[config.mk]
export PLATFORM = sky130hd
export DESIGN_NAME = sync_length_crc_deframer_core
export DESIGN_NICKNAME = d
export VERILOG_FILES = /design/src/rtl/slcd_pkg.sv /design/src/rtl/sync_length_crc_deframer_core.sv /design/src/rtl/slcd_ram.sv /design/src/rtl/slcd_crc.sv
export SDC_FILE = /design/constraint.sdc
export NUM_CORES = 1
export LEC_CHECK = 0
export BUFFER_PORTS_ARGS = -buffer_cell sky130_fd_sc_hd__buf_2
export CORE_UTILIZATION = 67
export DETAILED_ROUTE_END_ITERATION = 10
export GPL_TIMING_DRIVEN = 0
export PLACE_DENSITY = 0.83
export REMOVE_ABC_BUFFERS = 1
export SKIP_CTS_REPAIR_TIMING = 1
export SLEW_MARGIN = 20
export SYNTH_ARGS = -nofsm -noshare
export SYNTH_HDL_FRONTEND = slang
export SYNTH_SLANG_ARGS = --single-unit
[constraint.sdc]
create_clock -name aclk -period 3.6 [get_ports aclk]
set_input_delay 0.36 -clock aclk [delete_from_list [all_inputs] [get_ports aclk]]
set_output_delay 0.36 -clock aclk [all_outputs]
set_load 0.01 [all_outputs]
[src/rtl/slcd_pkg.sv]
// ----------------------------------------------------------------------------
// slcd_pkg
// Shared types and constants for the sync/length/CRC deframer.
// ----------------------------------------------------------------------------
package slcd_pkg;

    localparam int MAX_PAYLOAD = 64;
    localparam int BYTE_W      = 8;
    localparam int LEN_W       = 7;              // holds 0..MAX_PAYLOAD
    localparam int IDX_W       = $clog2(MAX_PAYLOAD);
    localparam int CRC_W       = 16;
    localparam int CFG_IDX_W   = 1;

    localparam logic [BYTE_W-1:0] SYNC_FIRST_RST  = 8'd235;
    localparam logic [BYTE_W-1:0] SYNC_SECOND_RST = 8'd144;

    localparam logic [CRC_W-1:0] CRC_INIT = 16'hFFFF;
    localparam logic [CRC_W-1:0] CRC_POLY = 16'h1021;
    localparam logic [CRC_W-1:0] CRC_MSB  = 16'h8000;

    localparam logic [CFG_IDX_W-1:0] CFG_SYNC_FIRST  = 1'b0;
    localparam logic [CFG_IDX_W-1:0] CFG_SYNC_SECOND = 1'b1;

    typedef enum logic [2:0] {
        PH_HUNT1 = 3'd0,
        PH_HUNT2 = 3'd1,
        PH_ID    = 3'd2,
        PH_LEN   = 3'd3,
        PH_DATA  = 3'd4,
        PH_CRCH  = 3'd5,
        PH_CRCL  = 3'd6,
        PH_READ  = 3'd7
    } phase_t;

    // control word from the parser to the CRC unit
    typedef struct packed {
        logic              init;
        logic              update;
        logic [BYTE_W-1:0] data;
    } crc_ctrl_t;

endpackage

[src/rtl/sync_length_crc_deframer_core.sv]
// ----------------------------------------------------------------------------
// sync_length_crc_deframer_core
// Byte-stream frame parser: sync pair, id, length, payload, CRC-16 check,
// then read-out of the buffered payload of each good frame.
// ----------------------------------------------------------------------------
//
//  channel  | dir | handshake          | payload
//  ---------+-----+--------------------+---------------------------------------
//  s_       | in  | s_valid / s_ready  | s_in_byte
//  m_       | out | m_valid / m_ready  | m_message_id, m_frame_length,
//           |     |                    | m_has_payload, m_byte_index,
//           |     |                    | m_payload_byte, m_last
//  cfg_     | in  | cfg_wr_en          | cfg_index, cfg_wr_data
//
//  Flow: one received word per clock while parsing. The payload of a good
//  frame is then read out of the payload RAM: each word passes the RAM read
//  register, then the output register, and no new read is issued while one
//  is in flight or the output register is full; s_ready is low for the
//  whole read-out. An empty good frame costs nothing extra.
//  The final CRC word waits only while the output register is still full.
//  Reset: synchronous, active low; the payload RAM is not cleared, as only
//  entries written by the current frame are ever read.
//  Stalls: m_ready low holds the output register and pauses read-out.
// ----------------------------------------------------------------------------
module sync_length_crc_deframer_core
    import slcd_pkg::*;
(
    input  logic                 aclk,
    input  logic                 aresetn,
    // configuration
    input  logic                 cfg_wr_en,
    input  logic [CFG_IDX_W-1:0] cfg_index,
    input  logic [BYTE_W-1:0]    cfg_wr_data,
    // received bytes
    input  logic                 s_valid,
    output logic                 s_ready,
    input  logic [BYTE_W-1:0]    s_in_byte,
    // frame words
    output logic                 m_valid,
    input  logic                 m_ready,
    output logic [BYTE_W-1:0]    m_message_id,
    output logic [LEN_W-1:0]     m_frame_length,
    output logic                 m_has_payload,
    output logic [IDX_W-1:0]     m_byte_index,
    output logic [BYTE_W-1:0]    m_payload_byte,
    output logic                 m_last
);

    // ------------------------------------------------------------------
    // Configuration registers
    // ------------------------------------------------------------------
    logic [BYTE_W-1:0] sync_first_reg;
    logic [BYTE_W-1:0] sync_second_reg;

    always_ff @(posedge aclk) begin
        if (!aresetn) begin
            sync_first_reg  <= SYNC_FIRST_RST;
            sync_second_reg <= SYNC_SECOND_RST;
        end else if (cfg_wr_en) begin
            case (cfg_index)
                CFG_SYNC_FIRST:  sync_first_reg  <= cfg_wr_data;
                CFG_SYNC_SECOND: sync_second_reg <= cfg_wr_data;
                default: ;
            endcase
        end
    end

    // ------------------------------------------------------------------
    // Parser state and frame context
    // ------------------------------------------------------------------
    phase_t            phase_reg, phase_next;
    logic [BYTE_W-1:0] id_reg;        // message id of the current frame
    logic [LEN_W-1:0]  len_reg;       // payload length of the current frame
    logic [LEN_W-1:0]  fill_reg;      // next payload write slot
    logic [BYTE_W-1:0] crch_reg;      // received CRC high byte
    logic [LEN_W-1:0]  rd_idx_reg;    // next payload read slot
    logic              rd_pending_reg;// RAM read in flight
    logic [IDX_W-1:0]  rd_addr_q;     // slot of the word in flight
    logic              rd_last_q;     // word in flight closes the frame

    // output register
    logic              out_valid_reg;
    logic [BYTE_W-1:0] out_id_reg;
    logic [LEN_W-1:0]  out_len_reg;
    logic              out_has_reg;
    logic [IDX_W-1:0]  out_idx_reg;
    logic [BYTE_W-1:0] out_byte_reg;
    logic              out_last_reg;

    logic              s_fire;
    logic              out_free;
    logic              len_ok;
    logic [LEN_W-1:0]  fill_inc;
    logic [LEN_W-1:0]  rd_inc;
    logic [CRC_W-1:0]  crc_value;
    logic              crc_match;
    logic              load_empty;
    logic              rd_issue;
    logic              ram_we;
    logic [BYTE_W-1:0] ram_rd_data;
    crc_ctrl_t         crc_ctrl;

    assign s_fire    = s_valid && s_ready;
    assign out_free  = !out_valid_reg || m_ready;
    assign len_ok    = (s_in_byte <= BYTE_W'(MAX_PAYLOAD));
    assign fill_inc  = fill_reg + LEN_W'(1);
    assign rd_inc    = rd_idx_reg + LEN_W'(1);
    assign crc_match = ({crch_reg, s_in_byte} == crc_value);

    // ------------------------------------------------------------------
    // Next phase
    // ------------------------------------------------------------------
    always_comb begin
        phase_next = phase_reg;
        case (phase_reg)
            PH_HUNT1: begin
                if (s_fire && s_in_byte == sync_first_reg) begin
                    phase_next = PH_HUNT2;
                end
            end
            PH_HUNT2: begin
                // a mismatch is not retried as a first sync byte
                if (s_fire) begin
                    phase_next = (s_in_byte == sync_second_reg) ? PH_ID : PH_HUNT1;
                end
            end
            PH_ID: begin
                if (s_fire) begin
                    phase_next = PH_LEN;
                end
            end
            PH_LEN: begin
                if (s_fire) begin
                    if (!len_ok) begin
                        phase_next = PH_HUNT1;
                    end else if (s_in_byte == '0) begin
                        phase_next = PH_CRCH;
                    end else begin
                        phase_next = PH_DATA;
                    end
                end
            end
            PH_DATA: begin
                if (s_fire && fill_inc >= len_reg) begin
                    phase_next = PH_CRCH;
                end
            end
            PH_CRCH: begin
                if (s_fire) begin
                    phase_next = PH_CRCL;
                end
            end
            PH_CRCL: begin
                if (s_fire) begin
                    phase_next = (crc_match && len_reg != '0) ? PH_READ : PH_HUNT1;
                end
            end
            PH_READ: begin
                if (rd_issue && rd_inc == len_reg) begin
                    phase_next = PH_HUNT1;
                end
            end
            default: phase_next = PH_HUNT1;
        endcase
    end

    // ------------------------------------------------------------------
    // Phase outputs: handshake, CRC control, RAM ports
    // ------------------------------------------------------------------
    always_comb begin
        s_ready         = 1'b1;
        rd_issue        = 1'b0;
        ram_we          = 1'b0;
        load_empty      = 1'b0;
        crc_ctrl.init   = 1'b0;
        crc_ctrl.update = 1'b0;
        crc_ctrl.data   = s_in_byte;
        case (phase_reg)
            PH_HUNT2: begin
                crc_ctrl.init = s_fire && (s_in_byte == sync_second_reg);
            end
            PH_ID: begin
                crc_ctrl.update = s_fire;
            end
            PH_LEN: begin
                crc_ctrl.update = s_fire && len_ok;
            end
            PH_DATA: begin
                crc_ctrl.update = s_fire;
                ram_we          = s_fire;
            end
            PH_CRCL: begin
                // the empty-frame word goes straight to the output register
                s_ready    = out_free;
                load_empty = s_fire && crc_match && (len_reg == '0);
            end
            PH_READ: begin
                s_ready  = 1'b0;
                rd_issue = !rd_pending_reg && out_free;
            end
            default: ;
        endcase
    end

    always_ff @(posedge aclk) begin
        if (!aresetn) begin
            phase_reg      <= PH_HUNT1;
            id_reg         <= '0;
            len_reg        <= '0;
            fill_reg       <= '0;
            crch_reg       <= '0;
            rd_idx_reg     <= '0;
            rd_pending_reg <= 1'b0;
        end else begin
            phase_reg      <= phase_next;
            rd_pending_reg <= rd_issue;
            if (s_fire) begin
                case (phase_reg)
                    PH_ID: id_reg <= s_in_byte;
                    PH_LEN: begin
                        fill_reg <= '0;
                        if (len_ok) begin
                            len_reg <= s_in_byte[LEN_W-1:0];
                        end
                    end
                    PH_DATA: fill_reg   <= fill_inc;
                    PH_CRCH: crch_reg   <= s_in_byte;
                    PH_CRCL: rd_idx_reg <= '0;
                    default: ;
                endcase
            end else if (rd_issue) begin
                rd_idx_reg <= rd_inc;
            end
        end
    end

    always_ff @(posedge aclk) begin
        if (rd_issue) begin
            rd_addr_q <= rd_idx_reg[IDX_W-1:0];
            rd_last_q <= (rd_inc == len_reg);
        end
    end

    // ------------------------------------------------------------------
    // Output register
    // ------------------------------------------------------------------
    always_ff @(posedge aclk) begin
        if (!aresetn) begin
            out_valid_reg <= 1'b0;
        end else if (load_empty || rd_pending_reg) begin
            out_valid_reg <= 1'b1;
        end else if (m_ready) begin
            out_valid_reg <= 1'b0;
        end
    end

    always_ff @(posedge aclk) begin
        if (load_empty) begin
            out_id_reg   <= id_reg;
            out_len_reg  <= '0;
            out_has_reg  <= 1'b0;
            out_idx_reg  <= '0;
            out_byte_reg <= '0;
            out_last_reg <= 1'b1;
        end else if (rd_pending_reg) begin
            out_id_reg   <= id_reg;
            out_len_reg  <= len_reg;
            out_has_reg  <= 1'b1;
            out_idx_reg  <= rd_addr_q;
            out_byte_reg <= ram_rd_data;
            out_last_reg <= rd_last_q;
        end
    end

    assign m_valid        = out_valid_reg;
    assign m_message_id   = out_id_reg;
    assign m_frame_length = out_len_reg;
    assign m_has_payload  = out_has_reg;
    assign m_byte_index   = out_idx_reg;
    assign m_payload_byte = out_byte_reg;
    assign m_last         = out_last_reg;

    // ------------------------------------------------------------------
    // Payload store and CRC unit
    // ------------------------------------------------------------------
    slcd_ram #(
        .DEPTH (MAX_PAYLOAD),
        .WIDTH (BYTE_W)
    ) u_payload_ram (
        .aclk    (aclk),
        .wr_en   (ram_we),
        .wr_addr (fill_reg[IDX_W-1:0]),
        .wr_data (s_in_byte),
        .rd_en   (rd_issue),
        .rd_addr (rd_idx_reg[IDX_W-1:0]),
        .rd_data (ram_rd_data)
    );

    slcd_crc u_crc (
        .aclk    (aclk),
        .aresetn (aresetn),
        .ctrl    (crc_ctrl),
        .crc     (crc_value)
    );

    // ------------------------------------------------------------------
    // Assertions
    // ------------------------------------------------------------------
`ifndef ASSERT_OFF
    // a RAM word landing must never overwrite a word still held
    a_no_overwrite: assert property (@(posedge aclk) disable iff (!aresetn)
        rd_pending_reg |-> !out_valid_reg)
        else $error("read data lands on a full output register");

    // payload is never written while a frame is being read out
    a_no_rw_overlap: assert property (@(posedge aclk) disable iff (!aresetn)
        rd_issue |-> !ram_we && !s_fire)
        else $error("payload write during read-out");

    // read-out only ever runs for a non-empty frame
    a_read_len: assert property (@(posedge aclk) disable iff (!aresetn)
        (phase_reg == PH_READ) |-> (len_reg != '0) && (rd_idx_reg < len_reg))
        else $error("read-out past frame length");
`endif

endmodule

[src/rtl/slcd_ram.sv]
// ----------------------------------------------------------------------------
// slcd_ram
// Simple dual-port RAM: one write port, one read port, registered read data.
// ----------------------------------------------------------------------------
module slcd_ram #(
    parameter int DEPTH = 64,
    parameter int WIDTH = 8
) (
    input  logic                     aclk,
    input  logic                     wr_en,
    input  logic [$clog2(DEPTH)-1:0] wr_addr,
    input  logic [WIDTH-1:0]         wr_data,
    input  logic                     rd_en,
    input  logic [$clog2(DEPTH)-1:0] rd_addr,
    output logic [WIDTH-1:0]         rd_data
);

    logic [WIDTH-1:0] mem [DEPTH];

    always_ff @(posedge aclk) begin
        if (wr_en) begin
            mem[wr_addr] <= wr_data;
        end
    end

    always_ff @(posedge aclk) begin
        if (rd_en) begin
            rd_data <= mem[rd_addr];
        end
    end

endmodule

[src/rtl/slcd_crc.sv]
// ----------------------------------------------------------------------------
// slcd_crc
// Running CRC-16/CCITT-FALSE, updated one byte per word.
// ----------------------------------------------------------------------------
module slcd_crc
    import slcd_pkg::*;
(
    input  logic             aclk,
    input  logic             aresetn,
    input  crc_ctrl_t        ctrl,
    output logic [CRC_W-1:0] crc
);

    logic [CRC_W-1:0] crc_reg;
    logic [CRC_W-1:0] crc_next;

    // eight shift/xor steps, MSB first
    function automatic logic [CRC_W-1:0] crc_byte(input logic [CRC_W-1:0] c,
                                                  input logic [BYTE_W-1:0] b);
        logic [CRC_W-1:0] r;
        r = c ^ {b, 8'h00};
        for (int k = 0; k < BYTE_W; k++) begin
            if ((r & CRC_MSB) != '0) begin
                r = {r[CRC_W-2:0], 1'b0} ^ CRC_POLY;
            end else begin
                r = {r[CRC_W-2:0], 1'b0};
            end
        end
        return r;
    endfunction

    always_comb begin
        crc_next = crc_reg;
        if (ctrl.init) begin
            crc_next = CRC_INIT;
        end else if (ctrl.update) begin
            crc_next = crc_byte(crc_reg, ctrl.data);
        end
    end

    always_ff @(posedge aclk) begin
        if (!aresetn) begin
            crc_reg <= CRC_INIT;
        end else begin
            crc_reg <= crc_next;
        end
    end

    assign crc = crc_reg;

endmodule

==> flow_metrics.tcl <==
set metrics [dict create \
    grt_max_degree 74 \
    end_kind "flop" \
    max-vdd-ir-drop_uv 545.1 \
    cpPeakStageDelay_ns 0.94 \
    power.leakage_uw 0.008767 \
    tightest_slew_ns 0.9915 \
    stdcell_count 2044 \
    design_area_sq_mm 0.02805 \
    cp_cell_sequence "inv_1 -> nor3_1 -> and2_1 -> nand3_1 -> nor2_1" \
    yosysSeqAreaShare_pct 71.33 \
    slew_headroom_pct 33.83 \
    avgViaCountPerCell 6.670 \
    critPathKind "flop to flop" \
    hp-start "cfg_wr_data[3]" \
    clk_latency_ns 0.63 \
    maxCapViolations 0 \
    arrival_ns 3.92 \
    drt_first_pass_iters 6 \
    r2r_start "phase_reg[2]" \
    finalSetupViolCount 52 \
    overflow 0 \
    io_buffers 54 \
    worst_slack_ns -0.08617 \
    syn2layout_area_growth_pct 11.12 \
    die_w_um 196.1 \
    seq_area_sq_mm 0.01802 \
    p_seq_share_pct 52.9 \
    antenna_cells 0 \
    syn_inst 1444 \
    violations "hold timing, setup timing" \
    max_freq_mhz 271.3 \
    combPwrFrac_pct 7.1 \
    gp_congestion 0.8098 \
    final_util_pct 76.08 \
    cts_tree "done" \
    dr_total_vias 13630 \
    yosys_warnings 0 \
    first_iter_violations 1786 \
    avgSynthCellArea_sq_um 17.48 \
    p_int_uw 12140 \
    fillers 1911 \
    die_y_um 196.1 \
    hold-worst-slack_ns -0.01893 \
    powerDensity_mw_per_mm2 558.8 \
    hold_class "primary input to flop" \
    rsz0062_at_grt "true" \
    placed_area_sq_mm 0.02603 \
    drive_above_1_share_pct 22.27 \
    core_sq_mm 0.03687 \
    syn_area_sq_mm 0.02525 \
    ant_nets 0 \
    antenna_found_initial 1 \
    grtUsageTotal_pct 30.95 \
    r2r_cells 5 \
    finalHoldViolations 4 \
    dp.cells 1928 \
    slowest_stage "nor2_1" \
    routed_wl_um 57320 \
    grt_pass1_vias 13800 \
    grt_pass1_wl_um 86200 \
    cts_root_buf "clkbuf_16" \
    layout_min_cycle_time_ns 3.686 \
    mostFrequentLayoutCells "edfxtp_1, mux4_2, nor2_1" \
    p_sw_share_pct 22.53 \
    cts_sinks 632 \
    clock_path_buffers 3 \
    p_switching_uw 3532 \
    fin_worst_skew_ns 0.02169 \
    route.detailed.drc 0 \
    final_common_cell "edfxtp_1" \
    crit_fanout 10 \
    ys_ff_latch 632 \
    routedWlPerCell_um 28.04 \
    start_util_pct 68.47 \
    clk_pin_slew_ns 0.07 \
    cts_buffers 59 \
    worstSetupStartpointType "flop" \
    status "complete, but fails checks" \
    die_area_sq_mm 0.03846 \
    ctsHtreeMaxLevel 2 \
    num_rows 70 \
    drv_slew 0 \
    ys_types 51 \
    dpl.hpwl_um 31700 \
    hold_depth 3 \
    period_share_pct 102.4 \
    required_ns 3.84 \
    nets 1520 \
    multi_input_comb_area_sq_mm 0.006839 \
    p_clk_share_pct 40.0 \
    io_pins 55 \
    crit_path_start "phase_reg[2]" \
    largest_reg_flops 512 \
    power_uw 15680 \
]
metrics by stage:
stage          TNS, ns  setup slack [ns]
5_1_grt         -31.95           -0.2288
2_1_floorplan   -64.76            -3.571
3_3_place_gp   -142.63            -6.006
3_5_place_dp         0          0.001589
6_report        -2.085          -0.08617
4_1_cts        -0.7330          -0.05549
power groups by stage:
| stage | Clock [uW] | Combinational [uW] | Sequential [uW] |
|---|---|---|---|
| floorplan | 0 | 689 | 8450 |
| global placement | 0 | 1040 | 8460 |
| detailed placement | 0 | 1090 | 8450 |
| CTS | 6290 | 1110 | 8290 |
| global route | 6580 | 1220 | 8310 |
| finish | 6270 | 1110 | 8300 |
Yosys cell counts, drive strengths merged:
library cell | n | area (sq um)
nand2 | 104 | 390.4
nand3 | 23 | 115.1
mux2i | 41 | 410.4
or3 | 3 | 18.77
nor3 | 6 | 41.29
edfxtp | 535 | 16070
a221oi | 3 | 26.28
o21a | 2 | 15.01
a22oi | 6 | 45.04
nor2 | 125 | 469.2
or4 | 1 | 7.510
mux2 | 9 | 101.4
clkbuf | 37 | 138.9
nand2b | 7 | 43.79
xnor2 | 28 | 245.2
o2bb2ai | 1 | 8.760
a21o | 5 | 37.54
nor2b | 11 | 68.82
a211oi | 6 | 45.04
or3b | 2 | 17.52
xor2 | 43 | 376.6
and3 | 5 | 31.28
and2 | 4 | 25.03
o211ai | 14 | 105.1
a311oi | 2 | 17.52
nand4 | 5 | 31.28
a31oi | 2 | 12.51
buf | 48 | 265.3
ha | 9 | 112.6
nand3b | 9 | 67.56
dfxtp | 97 | 1942
o31ai | 3 | 22.52
or2 | 3 | 18.77
nor4 | 9 | 62.56
a2111oi | 1 | 15.01
a221o | 6 | 60.06
a21oi | 43 | 215.2
o21ai | 12 | 60.05
o31a | 1 | 8.760
mux4 | 148 | 3333
o221ai | 7 | 61.31
a211o | 2 | 17.52
inv | 11 | 41.29
o22ai | 5 | 31.28
cells by family (layout without fill, tap and decap cells):
logic type / after synthesis / count (layout) / share of synthesized area (%)
buf+inv: 96 / 192 / 1.764
compound gates: 121 / 121 / 3.187
mux: 198 / 198 / 15.23
xor+xnor: 71 / 71 / 2.463
simple gates: 317 / 317 / 5.581
fa+ha+maj: 9 / 9 / 0.4461
flops: 632 / 632 / 71.33
critical path: cells and delay by family (launching register included):
kind,cells,cell delay [ns]
simple gates,4,2.67
flops,1,0.47
buf+inv,1,0.14
cell type report:
| type | count | area share, % |
|---|---|---|
| clock buffers | 76 | 5.745 |
| clock inverters | 36 | 1.186 |
| inverters | 11 | 0.1472 |
| multi-input cells | 716 | 24.38 |
| flip-flops and latches | 632 | 64.24 |
| well taps | 504 | 2.248 |
| repair buffers | 69 | 2.052 |
layer usage:
metal | up-vias | wire, um | global-route usage [%]
met5 | - | 13 | 0
met4 | 2 | 2141 | 11.43
met3 | 145 | 5376 | 6.326
met2 | 817 | 28570 | 50.09
met1 | 6917 | 21210 | 42.35
li1 | 5752 | - | -
final timing paths:
| kind | to | slack (ns) |
|---|---|---|
| max | u_payload_ram.mem[59][5] | -0.09 |
| min | sync_first_reg[3] | -0.02 |
| max reg2reg | u_payload_ram.mem[59][5] | -0.09 |
| min reg2reg | m_message_id[7] | 0.43 |
No activity file was read; power rests on OpenSTA's default activity.
